$ cat src/hdl/owt_pkg.sv
// ----------------------------------------------------------------------------
// owt_pkg
// Shared types, constants and sequence tables for the one-wire read sequencer.
// ----------------------------------------------------------------------------
package owt_pkg;

    localparam int unsigned TICK_W   = 16;
    localparam int unsigned SAMPLE_W = 8;
    localparam int unsigned CFG_IDX_W = 3;
    localparam int unsigned CFG_DATA_W = 16;
    localparam int unsigned POS_W    = 4;
    localparam logic [POS_W-1:0] SEQ_LEN = 4'd11;

    localparam logic [7:0] CMD_SKIP_ROM   = 8'hCC;
    localparam logic [7:0] CMD_CONVERT    = 8'h44;
    localparam logic [7:0] CMD_READ_SCRATCH = 8'hBE;

    typedef enum logic [CFG_IDX_W-1:0] {
        CFG_RESET_IDLE    = 3'd0,
        CFG_RESET_LOW     = 3'd1,
        CFG_RESET_RELEASE = 3'd2,
        CFG_RESET_TAIL    = 3'd3,
        CFG_COMMAND_GAP   = 3'd4,
        CFG_WRITE_SLOT    = 3'd5,
        CFG_READ_SAMPLE   = 3'd6,
        CFG_READ_SLOT     = 3'd7
    } cfg_idx_t;

    typedef enum logic [1:0] {
        OP_RESET = 2'd0,
        OP_GAP   = 2'd1,
        OP_WRITE = 2'd2,
        OP_READ  = 2'd3
    } seq_op_t;

    typedef struct packed {
        logic [TICK_W-1:0]   reset_idle_ticks;
        logic [TICK_W-1:0]   reset_low_ticks;
        logic [TICK_W-1:0]   reset_release_ticks;
        logic [TICK_W-1:0]   reset_tail_ticks;
        logic [TICK_W-1:0]   command_gap_ticks;
        logic [TICK_W-1:0]   write_slot_ticks;
        logic [SAMPLE_W-1:0] read_sample_ticks;
        logic [TICK_W-1:0]   read_slot_ticks;
    } cfg_t;

    typedef struct packed {
        logic        pull_low;
        logic        busy_res;
        logic        done_res;
        logic [15:0] raw_reading;
    } step_res_t;

    function automatic seq_op_t seq_op(input logic [POS_W-1:0] pos);
        seq_op_t op;
        case (pos)
            4'd0, 4'd2, 4'd6: op = OP_RESET;
            4'd1, 4'd5, 4'd9: op = OP_GAP;
            4'd3, 4'd4, 4'd7, 4'd8: op = OP_WRITE;
            default: op = OP_READ;
        endcase
        return op;
    endfunction

    function automatic logic [7:0] seq_byte(input logic [POS_W-1:0] pos);
        logic [7:0] b;
        case (pos)
            4'd3, 4'd7: b = CMD_SKIP_ROM;
            4'd4:       b = CMD_CONVERT;
            4'd8:       b = CMD_READ_SCRATCH;
            default:    b = 8'h00;
        endcase
        return b;
    endfunction

endpackage

$ cat src/hdl/owt_if.sv
// ----------------------------------------------------------------------------
// owt_in_if / owt_out_if
// Valid/ready channels for tick items and result items.
// ----------------------------------------------------------------------------
interface owt_in_if;
    logic valid;
    logic ready;
    logic start_req;
    logic line_level;

    modport source (output valid, output start_req, output line_level, input ready);
    modport sink   (input valid, input start_req, input line_level, output ready);
endinterface

interface owt_out_if;
    logic        valid;
    logic        ready;
    logic        pull_low;
    logic        busy_res;
    logic        done_res;
    logic [15:0] raw_reading;

    modport source (output valid, output pull_low, output busy_res, output done_res,
                    output raw_reading, input ready);
    modport sink   (input valid, input pull_low, input busy_res, input done_res,
                    input raw_reading, output ready);
endinterface

$ cat src/hdl/one_wire_temperature_read_sequencer_unit.sv
// ----------------------------------------------------------------------------
// one_wire_temperature_read_sequencer_unit
// One-wire bus master that runs a temperature conversion and scratchpad read.
// ----------------------------------------------------------------------------
// Each tick transaction yields exactly one result transaction. The unit takes
// one tick per clock cycle while the result channel is not stalled; a tick
// passes an input register, the single-step sequencing logic and a result
// register, where its result is presented. Ticks keep flowing while a result
// waits, until both registers are full. The user must write timing registers
// only while no tick is in flight; the unit itself does not enforce this.
// ----------------------------------------------------------------------------
module one_wire_temperature_read_sequencer_unit
    import owt_pkg::*;
(
    input  logic                  clk,
    input  logic                  rst_n,
    owt_in_if.sink                req_ch,
    owt_out_if.source             res_ch,
    input  logic                  cfg_we,
    input  logic [CFG_IDX_W-1:0]  cfg_index,
    input  logic [CFG_DATA_W-1:0] cfg_data
);

    cfg_t      cfg;
    step_res_t step_res;

    logic      in_valid_reg;
    logic      start_reg;
    logic      line_reg;
    logic      out_valid_reg;
    step_res_t out_reg;
    logic      adv;

    assign adv          = in_valid_reg && (!out_valid_reg || res_ch.ready);
    assign req_ch.ready = !in_valid_reg || adv;

    owt_cfg u_cfg
    (
        .clk   (clk),
        .rst_n (rst_n),
        .we    (cfg_we),
        .idx   (cfg_index),
        .data  (cfg_data),
        .cfg   (cfg)
    );

    owt_fsm u_fsm
    (
        .clk        (clk),
        .rst_n      (rst_n),
        .adv        (adv),
        .start_req  (start_reg),
        .line_level (line_reg),
        .cfg        (cfg),
        .res        (step_res)
    );

    always_ff @(posedge clk or negedge rst_n)
    begin
        if (!rst_n)
        begin
            in_valid_reg  <= 1'b0;
            out_valid_reg <= 1'b0;
        end
        else
        begin
            if (req_ch.ready)
            begin
                in_valid_reg <= req_ch.valid;
            end
            if (adv)
            begin
                out_valid_reg <= 1'b1;
            end
            else if (res_ch.ready)
            begin
                out_valid_reg <= 1'b0;
            end
        end
    end

    always_ff @(posedge clk)
    begin
        if (req_ch.ready && req_ch.valid)
        begin
            start_reg <= req_ch.start_req;
            line_reg  <= req_ch.line_level;
        end
        if (adv)
        begin
            out_reg <= step_res;
        end
    end

    assign res_ch.valid       = out_valid_reg;
    assign res_ch.pull_low    = out_reg.pull_low;
    assign res_ch.busy_res    = out_reg.busy_res;
    assign res_ch.done_res    = out_reg.done_res;
    assign res_ch.raw_reading = out_reg.raw_reading;

endmodule

$ cat src/hdl/owt_cfg.sv
// ----------------------------------------------------------------------------
// owt_cfg
// Timing register file, written through a plain write port.
// ----------------------------------------------------------------------------
module owt_cfg
    import owt_pkg::*;
(
    input  logic                  clk,
    input  logic                  rst_n,
    input  logic                  we,
    input  logic [CFG_IDX_W-1:0]  idx,
    input  logic [CFG_DATA_W-1:0] data,
    output cfg_t                  cfg
);

    cfg_t cfg_reg;

    always_ff @(posedge clk or negedge rst_n)
    begin
        if (!rst_n)
        begin
            cfg_reg.reset_idle_ticks    <= 16'd8;
            cfg_reg.reset_low_ticks     <= 16'd80;
            cfg_reg.reset_release_ticks <= 16'd14;
            cfg_reg.reset_tail_ticks    <= 16'd20;
            cfg_reg.command_gap_ticks   <= 16'd80;
            cfg_reg.write_slot_ticks    <= 16'd5;
            cfg_reg.read_sample_ticks   <= 8'd1;
            cfg_reg.read_slot_ticks     <= 16'd4;
        end
        else if (we)
        begin
            unique case (cfg_idx_t'(idx))
                CFG_RESET_IDLE:    cfg_reg.reset_idle_ticks    <= data;
                CFG_RESET_LOW:     cfg_reg.reset_low_ticks     <= data;
                CFG_RESET_RELEASE: cfg_reg.reset_release_ticks <= data;
                CFG_RESET_TAIL:    cfg_reg.reset_tail_ticks    <= data;
                CFG_COMMAND_GAP:   cfg_reg.command_gap_ticks   <= data;
                CFG_WRITE_SLOT:    cfg_reg.write_slot_ticks    <= data;
                CFG_READ_SAMPLE:   cfg_reg.read_sample_ticks   <= data[SAMPLE_W-1:0];
                CFG_READ_SLOT:     cfg_reg.read_slot_ticks     <= data;
                default:           cfg_reg <= cfg_reg;
            endcase
        end
    end

    assign cfg = cfg_reg;

endmodule

$ cat src/hdl/owt_fsm.sv
// ----------------------------------------------------------------------------
// owt_fsm
// Bus sequencing state machine; advances one tick per enabled cycle.
// ----------------------------------------------------------------------------
module owt_fsm
    import owt_pkg::*;
(
    input  logic      clk,
    input  logic      rst_n,
    input  logic      adv,
    input  logic      start_req,
    input  logic      line_level,
    input  cfg_t      cfg,
    output step_res_t res
);

    typedef enum logic [4:0] {
        PH_IDLE, PH_RST_IDLE, PH_RST_LOW, PH_RST_REL, PH_RST_TAIL,
        PH_WR_LOW, PH_WR_HOLD, PH_RD_LOW, PH_RD_WAIT, PH_RD_REC, PH_GAP
    } phase_t;

    phase_t            phase_reg, phase_next;
    logic [TICK_W-1:0] tick_count_reg, tick_count_next;
    logic [2:0]        bit_index_reg, bit_index_next;
    logic              byte_index_reg, byte_index_next;
    logic [7:0]        shift_byte_reg, shift_byte_next;
    logic [15:0]       reading_reg, reading_next;
    logic [POS_W-1:0]  seq_pos_reg, seq_pos_next;

    logic              busy;
    logic              done;
    logic              drive;
    logic [TICK_W-1:0] tick_inc;
    logic [TICK_W-1:0] phase_len;

    function automatic phase_t enter_phase(input logic [POS_W-1:0] pos);
        phase_t p;
        if (pos >= SEQ_LEN)
        begin
            p = PH_IDLE;
        end
        else
        begin
            case (seq_op(pos))
                OP_RESET: p = PH_RST_IDLE;
                OP_GAP:   p = PH_GAP;
                OP_WRITE: p = PH_WR_LOW;
                default:  p = PH_RD_LOW;
            endcase
        end
        return p;
    endfunction

    always_comb
    begin
        phase_next      = phase_reg;
        tick_count_next = tick_count_reg;
        bit_index_next  = bit_index_reg;
        byte_index_next = byte_index_reg;
        shift_byte_next = shift_byte_reg;
        reading_next    = reading_reg;
        seq_pos_next    = seq_pos_reg;
        busy            = 1'b0;
        done            = 1'b0;
        drive           = 1'b0;
        tick_inc        = '0;
        phase_len       = '0;

        if (phase_reg == PH_IDLE && start_req)
        begin
            seq_pos_next    = '0;
            phase_next      = enter_phase('0);
            tick_count_next = '0;
            bit_index_next  = '0;
            byte_index_next = 1'b0;
            shift_byte_next = seq_byte('0);
        end

        if (phase_next != PH_IDLE)
        begin
            busy = 1'b1;
            case (phase_next)
                PH_RST_LOW, PH_WR_LOW, PH_RD_LOW: drive = 1'b1;
                PH_WR_HOLD:                       drive = ~shift_byte_next[0];
                default:                          drive = 1'b0;
            endcase

            case (phase_next)
                PH_RST_IDLE: phase_len = cfg.reset_idle_ticks;
                PH_RST_LOW:  phase_len = cfg.reset_low_ticks;
                PH_RST_REL:  phase_len = cfg.reset_release_ticks;
                PH_RST_TAIL: phase_len = cfg.reset_tail_ticks;
                PH_WR_HOLD:  phase_len = cfg.write_slot_ticks;
                PH_RD_WAIT:  phase_len = {{(TICK_W-SAMPLE_W){1'b0}}, cfg.read_sample_ticks};
                PH_RD_REC:   phase_len = cfg.read_slot_ticks;
                PH_GAP:      phase_len = cfg.command_gap_ticks;
                default:     phase_len = 16'd1;
            endcase

            tick_inc        = tick_count_next + 16'd1;
            tick_count_next = tick_inc;

            if (tick_inc >= phase_len)
            begin
                tick_count_next = '0;
                case (phase_next)
                    PH_RST_IDLE: phase_next = PH_RST_LOW;
                    PH_RST_LOW:  phase_next = PH_RST_REL;
                    PH_RST_REL:  phase_next = PH_RST_TAIL;
                    PH_WR_LOW:   phase_next = PH_WR_HOLD;
                    PH_RD_LOW:   phase_next = PH_RD_WAIT;
                    PH_RST_TAIL, PH_GAP, PH_WR_HOLD:
                    begin
                        if (phase_next == PH_WR_HOLD)
                        begin
                            shift_byte_next = {1'b0, shift_byte_next[7:1]};
                        end
                        if (phase_next == PH_WR_HOLD && bit_index_next != 3'd7)
                        begin
                            bit_index_next = bit_index_next + 3'd1;
                            phase_next     = PH_WR_LOW;
                        end
                        else
                        begin
                            seq_pos_next    = seq_pos_next + 4'd1;
                            phase_next      = enter_phase(seq_pos_next);
                            bit_index_next  = '0;
                            byte_index_next = 1'b0;
                            if (seq_pos_next < SEQ_LEN)
                            begin
                                shift_byte_next = seq_byte(seq_pos_next);
                            end
                        end
                    end
                    PH_RD_WAIT:
                    begin
                        shift_byte_next = {line_level, shift_byte_next[7:1]};
                        phase_next      = PH_RD_REC;
                    end
                    PH_RD_REC:
                    begin
                        if (bit_index_next != 3'd7)
                        begin
                            bit_index_next = bit_index_next + 3'd1;
                            phase_next     = PH_RD_LOW;
                        end
                        else if (!byte_index_next)
                        begin
                            reading_next    = {8'h00, shift_byte_next};
                            byte_index_next = 1'b1;
                            bit_index_next  = '0;
                            shift_byte_next = '0;
                            phase_next      = PH_RD_LOW;
                        end
                        else
                        begin
                            reading_next    = {shift_byte_next, reading_next[7:0]};
                            done            = 1'b1;
                            bit_index_next  = '0;
                            byte_index_next = 1'b0;
                            seq_pos_next    = '0;
                            phase_next      = PH_IDLE;
                        end
                    end
                    default: phase_next = PH_IDLE;
                endcase
            end
        end
    end

    always_ff @(posedge clk or negedge rst_n)
    begin
        if (!rst_n)
        begin
            phase_reg      <= PH_IDLE;
            tick_count_reg <= '0;
            bit_index_reg  <= '0;
            byte_index_reg <= 1'b0;
            shift_byte_reg <= '0;
            reading_reg    <= '0;
            seq_pos_reg    <= '0;
        end
        else if (adv)
        begin
            phase_reg      <= phase_next;
            tick_count_reg <= tick_count_next;
            bit_index_reg  <= bit_index_next;
            byte_index_reg <= byte_index_next;
            shift_byte_reg <= shift_byte_next;
            reading_reg    <= reading_next;
            seq_pos_reg    <= seq_pos_next;
        end
    end

    assign res.pull_low    = drive;
    assign res.busy_res    = busy;
    assign res.done_res    = done;
    assign res.raw_reading = reading_next;

endmodule
$ cat src/flat_wrapper.sv
// flat-port wrapper written by rule: the top's interface ports become plain ports
module one_wire_temperature_read_sequencer_unit_flat import owt_pkg::*;
  (clk, rst_n, cfg_we, cfg_index, cfg_data, req_ch_valid, req_ch_start_req, req_ch_line_level, req_ch_ready, res_ch_valid, res_ch_pull_low, res_ch_busy_res, res_ch_done_res, res_ch_raw_reading, res_ch_ready);
  owt_in_if req_ch_i ();
  owt_out_if res_ch_i ();
  input  logic clk;
  input  logic rst_n;
  input  logic cfg_we;
  input  logic [CFG_IDX_W-1:0] cfg_index;
  input  logic [CFG_DATA_W-1:0] cfg_data;
  input wire logic [$bits(req_ch_i.valid)-1:0] req_ch_valid;
  input wire logic [$bits(req_ch_i.start_req)-1:0] req_ch_start_req;
  input wire logic [$bits(req_ch_i.line_level)-1:0] req_ch_line_level;
  output wire logic [$bits(req_ch_i.ready)-1:0] req_ch_ready;
  output wire logic [$bits(res_ch_i.valid)-1:0] res_ch_valid;
  output wire logic [$bits(res_ch_i.pull_low)-1:0] res_ch_pull_low;
  output wire logic [$bits(res_ch_i.busy_res)-1:0] res_ch_busy_res;
  output wire logic [$bits(res_ch_i.done_res)-1:0] res_ch_done_res;
  output wire logic [$bits(res_ch_i.raw_reading)-1:0] res_ch_raw_reading;
  input wire logic [$bits(res_ch_i.ready)-1:0] res_ch_ready;
  assign req_ch_i.valid = req_ch_valid;
  assign req_ch_i.start_req = req_ch_start_req;
  assign req_ch_i.line_level = req_ch_line_level;
  assign req_ch_ready = req_ch_i.ready;
  assign res_ch_valid = res_ch_i.valid;
  assign res_ch_pull_low = res_ch_i.pull_low;
  assign res_ch_busy_res = res_ch_i.busy_res;
  assign res_ch_done_res = res_ch_i.done_res;
  assign res_ch_raw_reading = res_ch_i.raw_reading;
  assign res_ch_i.ready = res_ch_ready;
  one_wire_temperature_read_sequencer_unit u_core (.clk(clk), .rst_n(rst_n), .req_ch(req_ch_i), .res_ch(res_ch_i), .cfg_we(cfg_we), .cfg_index(cfg_index), .cfg_data(cfg_data));
endmodule
$ cat config.mk
export PLATFORM = sky130hd
export DESIGN_NAME = one_wire_temperature_read_sequencer_unit_flat
export DESIGN_NICKNAME = d
export VERILOG_FILES = /design/src/hdl/owt_pkg.sv /design/src/hdl/owt_if.sv /design/src/hdl/one_wire_temperature_read_sequencer_unit.sv /design/src/hdl/owt_cfg.sv /design/src/hdl/owt_fsm.sv /design/src/flat_wrapper.sv
export SDC_FILE = /design/constraint.sdc
export NUM_CORES = 1
export LEC_CHECK = 0
export BUFFER_PORTS_ARGS = -buffer_cell sky130_fd_sc_hd__buf_2
export CAP_MARGIN = 30
export CORE_MARGIN = 3
export CORE_UTILIZATION = 30
export DETAILED_ROUTE_END_ITERATION = 16
export GPL_TIMING_DRIVEN = 1
export HOLD_SLACK_MARGIN = 0.05
export PLACE_DENSITY = 0.53
export SYNTH_ARGS = -nofsm -noshare
export SYNTH_HDL_FRONTEND = slang
export SYNTH_SLANG_ARGS = --single-unit
$ cat constraint.sdc
create_clock -name clk -period 6.1 [get_ports clk]
set_clock_uncertainty 0.1 [all_clocks]
set_input_delay 1.525 -clock clk [delete_from_list [all_inputs] [get_ports clk]]
set_output_delay 1.525 -clock clk [all_outputs]
set_load 0.02 [all_outputs]
==> impl_results.md, run 1 <==
* Run status: completed
* Average instance area after synthesis at 11.7 sq um
* First-pass DRT Iterations at 5
* Clock tree from TritonCTS: yes
* Pin count of the biggest net entering global routing at 76
* Mux cell area share after synthesis at 0.172
* Setup repair after global routing missed its margin: false
* Number of DRC violations after detailed-routing iteration 0 at 438
* Clock period minus final worst setup slack at 5120 ps
* Chip Width at 187 um
* Via-to-Cell Ratio at 5.15
* Leading cell types in the layout, fill and taps excluded: dfrtp_1, mux2_2, nand2_1
* Aggregate global-route resource usage at 0.143
* Final cycle utilization of the critical path at 0.840
* Final-stage net count at 938
* Endpoints failing hold at 0
* Boundary Pins at 47
* Clk pin slew, worst setup/hold paths at 70 ps
* Die outline height at 187 um
* Number of sinks driven by the clock tree at 196
* Slew at the pin with the worst max-slew slack at 832 ps
* Global route total overflow at 0
* Number of max-capacitance violations reported at 0
* Post-DP HPWL at 16.8 mm
* Worst Path Class, Setup: flip-flop to flip-flop
* Placer Congestion at 0.812
* CTS Root Cell: clkbuf_16
* Pwr per Cell Area at 351 nW/um^2
* Cell area after synthesis at 9840 sq um
* Share of the synthesized area in compound gates (AO/OA/AOI/OAI) at 0.130
* Starting Density at 0.308
* Nature of the critical path endpoint: flip-flop
* Number of I/O port buffers at 46
* Cell Chain, Critical Path: nor3_1, nand3_1, buf_4, and2_1, ha_1, nand3_1, nor2_1, nand3_1, nor2_1, xnor2_1, nor2_1, ha_1, nand2_1, o21ai_0, nand3b_1, a41oi_2, or2_4, nor3_2, mux2_2
* Crit-path max FO at 21
* Fin Hold WS at 403 ps
* Max FFs per register at 120
* Number of setup violations in the final report at 0
* Leakage power figure at 4.59 nW
* Residual DRC at 0
* Slowest library cell on the worst path: dfrtp_1
* Main combinational cell family by area after synthesis: multiplexers
* Area growth from synthesis to layout at 14.3%
* Max-slew violation count at 0
* Post-detailed-route count of antenna-violating nets at 0
* Ant diodes at 0
* Floorplan die area at 35000 sq um
* Overall routed net length at 25.0 mm
* Yosys warnings at 0
* Global-route wire length before repair at 39.8 mm
* Clock latency at the later pin of the worst-skew pair at 440 ps
* Setup crit start kind: flip-flop
* Synth Flop Type: dfrtp_1
* Vias at 6879
* Most common library cell in the layout ignoring fill and taps: dfrtp_1
* H-tree levels at 4
* Peak ir drop on the vdd network at 285 uV
* Syn_nets at 893
* Post-synthesis cell type with the largest combined area: dfrtp_1
* Hold Path Class: flip-flop to flip-flop
* Yosys cell types at 71
* Area share of and/or/nand/nor cells after synthesis at 0.114
* Async S/R FF share, synth at 0.893
* Clock buffer depth at 2
* Slew margin rel. at 0.446
* Average detailed-routed wire length per instance at 18.7 um
* Site row count at 65
* Setup TNS Final at 0 ps
* Number of antenna violations at the first check in global routing at 1
* Critical Path AT at 5210 ps
* Slowest Stage Delay on Critical Path at 770 ps
* Share of the synthesized area in the top cell type at 0.410
* Synth top area cells: dfrtp_1, mux2_2, edfxtp_1, dfstp_2, ha_1
* Post-synth EDFFs at 21
* Fraction of synthesized cell area in xor and xnor cells at 0.0142
* Share of the yosys chip area belonging to registers at 0.511
* Number of synthesized register bits at 196
* Area of the core region at 32000 sq um
* Setup bufs post-CTS at 0
* Vias in the first global route at 6808
* Worst EP required at 6190 ps
* Adder and majority cell fraction of the synthesized area at 0.0328
* Number of buffers inserted for hold repair after clock tree synthesis at 0
* Inserted Clock Buffers at 17
* Cts repair resizes at 0
* Share of post-route cells with drive strength above 1 at 0.306
* Max Fclk at 195 MHz
* Post-Synthesis Cells at 842
[Yosys cell counts (12+ instances only)]
cell type / count
a22o_1: 15
inv_1: 18
a21oi_1: 13
nand2_1: 62
nor2_1: 39
nor3_1: 16
dfstp_2: 14
nand3_1: 24
clkbuf_1: 31
a22oi_1: 30
dfrtp_1: 161
ha_1: 25
mux2_2: 138
edfxtp_1: 21
o21ai_0: 46
and3_1: 18
mux2i_1: 12
[final timing paths]
check	depth (start not counted)	slack, ps	to	startpoint
max reg2reg	19	980	u_core.res_ch.raw_reading[3]	u_core.u_fsm.phase_reg[3]
min	1	400	u_core.u_fsm.bit_index_reg[1]	u_core.u_fsm.bit_index_reg[1]
min reg2reg	1	400	u_core.u_fsm.bit_index_reg[1]	u_core.u_fsm.bit_index_reg[1]
max	19	980	u_core.res_ch.raw_reading[3]	u_core.u_fsm.phase_reg[3]
min in group asynchronous	1	1010	u_core.u_cfg.cfg[28]	rst_n
max in group asynchronous	2	3750	u_core.u_fsm.tick_count_reg[10]	rst_n
[critical path, delay by kind of cell (launching register included)]
kind	cells	cell delay, ps
AOI/OAI and AO/OA	2	260
xor gates and xnor gates	1	140
adders and majority gates	2	550
buffers and inverters	1	250
DFF	1	770
muxes	1	400
and+or+nand+nor	12	2360
[metal layers]
layer  vias to the layer above  wire length, um  GRT usage
li1                       3246                -          -
met1                      3452            12200      0.208
met2                       159            11300      0.219
met3                        20             1170     0.0287
met4                         2              283     0.0372
met5                         -               13          0
[cell families after synthesis]
| kind of cell | after synthesis |
|---|---|
| buf+inv | 63 |
| mux | 151 |
| flops | 196 |
| fa+ha+maj | 26 |
| compound gates | 177 |
| simple gates | 213 |
| xor+xnor | 16 |
[per-stage QoR]
step	power, W	instances	util	instance area (sq um)	setup WS (ps)
floorplan	0.00245	842	-	9840	1730
global placement	0.00279	1303	0.333	10600	1080
detailed placement	0.00281	1303	0.333	10600	1010
CTS	0.00399	1335	0.352	11200	988
global route	0.00419	1335	0.352	11200	497
finish	0.00395	1335	0.352	11200	975
[report_power, final]
group | switching, W | total (W) | leakage (nW) | internal, W
Sequential | 0.000161 | 0.00170 | 2.30 | 0.00154
Clock | 0.000533 | 0.00116 | 0.301 | 0.000631
Combinational | 0.000625 | 0.00108 | 1.98 | 0.000457
[layout make-up]
class                           count  area, sq um
Fill cell                        3180        20700
Sequential cell                   196         5030
Multi-Input combinational cell    583         4580
Tap cell                          435          544
Clock buffer                       18          439
Timing Repair Buffer               69          409
Clock inverter                     14          168
Inverter                           20         75.1
Note: power is estimated with default switching activity, not from simulation.
==> run 2: changes to the inputs <==
==> constraint.sdc (replaced) <==
create_clock -name clk -period 5.28 [get_ports clk]
set_clock_uncertainty 0.1 [all_clocks]
set_input_delay 1.32 -clock clk [delete_from_list [all_inputs] [get_ports clk]]
set_output_delay 1.32 -clock clk [all_outputs]
set_load 0.02 [all_outputs]
==> impl_results.md, run 2 (synthesis gave the netlist of run 1 again) <==
* Post-DP HPWL at 16.8 mm
* Clock latency at the later pin of the worst-skew pair at 440 ps
* Clock buffer depth at 2
* Number of I/O port buffers at 46
* Crit-path max FO at 13
* Max FFs per register at 120
* Number of antenna violations at the first check in global routing at 1
* Area of the core region at 32000 sq um
* Pin count of the biggest net entering global routing at 113
* Slew at the pin with the worst max-slew slack at 823 ps
* Number of max-capacitance violations reported at 0
* Chip Width at 187 um
* Average detailed-routed wire length per instance at 18.9 um
* Die outline height at 187 um
* Aggregate global-route resource usage at 0.147
* Cell area reported after detailed placement at 10700 sq um
* Nature of the critical path endpoint: flip-flop
* Final-stage net count at 943
* Post-detailed-route count of antenna-violating nets at 0
* Number of buffers inserted for hold repair after clock tree synthesis at 0
* Leakage power figure at 4.60 nW
* Placer Congestion at 0.840
* Number of setup violations in the final report at 0
* Setup crit start kind: flip-flop
* Leading cell types in the layout, fill and taps excluded: dfrtp_1, mux2_2, nand2_1
* First-pass DRT Iterations at 5
* H-tree levels at 4
* Number of DRC violations after detailed-routing iteration 0 at 566
* Boundary Pins at 47
* CTS Root Cell: clkbuf_16
* Register Area at 5030 sq um
* Vias at 7009
* Area occupied by multi-input gates at 4580 sq um
* Global-route wire length before repair at 40.9 mm
* Final std cells w/o fill at 1341
* Vias in the first global route at 6923
* Critical Path AT at 4890 ps
* Residual DRC at 0
* Cts repair resizes at 0
* Pwr per Cell Area at 407 nW/um^2
* Area growth from synthesis to layout at 14.7%
* Worst EP required at 5370 ps
* Run status: completed
* Total non-filler cell area in the finished layout at 11300 sq um
* Site row count at 65
* Via-to-Cell Ratio at 5.23
* Worst Path Class, Setup: flip-flop to flip-flop
* Setup repair after global routing missed its margin: false
* Final cycle utilization of the critical path at 0.909
* Most common library cell in the layout ignoring fill and taps: dfrtp_1
* Clk pin slew, worst setup/hold paths at 70 ps
* Peak ir drop on the vdd network at 289 uV
* Max-slew violation count at 0
* Endpoints failing hold at 0
* Overall routed net length at 25.3 mm
* Starting Density at 0.308
* Setup TNS Final at 0 ps
* Hold Path Class: flip-flop to flip-flop
* Global route total overflow at 0
* Slew margin rel. at 0.451
* Clock period minus final worst setup slack at 4800 ps
* Filler cell count at 3196
* Post-Place Cells at 1308
* Floorplan die area at 35000 sq um
* Max Fclk at 208 MHz
* Clock tree from TritonCTS: yes
* Number of sinks driven by the clock tree at 196
* Setup bufs post-CTS at 0
* Share of post-route cells with drive strength above 1 at 0.307
* Inserted Clock Buffers at 17
run 2: stage by stage:
step | setup slack (ps) | hold WS (ps) | total power, W | utilization
global route | 105 | 422 | 0.00488 | 0.353
finish | 480 | 396 | 0.00459 | 0.353
floorplan | 913 | 350 | 0.00283 | -
CTS | 471 | 399 | 0.00463 | 0.353
global placement | 537 | 368 | 0.00329 | 0.334
detailed placement | 496 | 372 | 0.00330 | 0.334
run 2: routing by layer:
metal  up-vias  GRT usage  part of all wire
met5         -          0           0.00051
met3        15     0.0298             0.042
met1      3605      0.220              0.51
met2       135      0.218              0.44
met4         2     0.0314            0.0074
li1       3252          -                 -
run 2: final timing paths:
kind | from | cells after the start | slack (ps) | end
min in group asynchronous | rst_n | 1 | 760 | u_core.u_cfg.cfg[20]
hold reg to reg | u_core.u_fsm.bit_index_reg[1] | 1 | 400 | u_core.u_fsm.bit_index_reg[1]
hold / removal | u_core.u_fsm.bit_index_reg[1] | 1 | 400 | u_core.u_fsm.bit_index_reg[1]
max in group asynchronous | rst_n | 2 | 3240 | u_core.u_fsm.phase_reg[0]
setup reg to reg | u_core.u_fsm.phase_reg[3] | 18 | 480 | u_core.res_ch.raw_reading[7]
setup / recovery | u_core.u_fsm.phase_reg[3] | 18 | 480 | u_core.res_ch.raw_reading[7]
run 2: worst max-delay path, stage by stage (launching register included):
cell,delay (ps)
dfrtp_1,510
nor3_1,450
nand3_1,220
and2_1,250
ha_1,230
nand3_1,90
nor2_1,50
nand3_1,180
nor2_1,110
xnor2_1,150
nor2_1,80
ha_1,300
nand2_1,50
o21ai_0,220
nand3b_1,180
a41oi_2,90
or2_4,370
nor3_2,540
mux2_2,400
run 2: area by class of cell:
| class | instances | share of cell area |
|---|---|---|
| repair buffers | 74 | 0.0407 |
| diodes | 1 | 0.000222 |
| inverters | 20 | 0.00665 |
| flip-flops and latches | 196 | 0.446 |
| multi-input cells | 583 | 0.406 |
| well taps | 435 | 0.0482 |
| clock buffers | 22 | 0.0430 |
| clock inverters | 10 | 0.00998 |
run 2: where the power goes:
part / switching [W] / internal (W)
registers: 0.000170 / 0.00178
clock network: 0.000606 / 0.000717
logic: 0.000759 / 0.000555
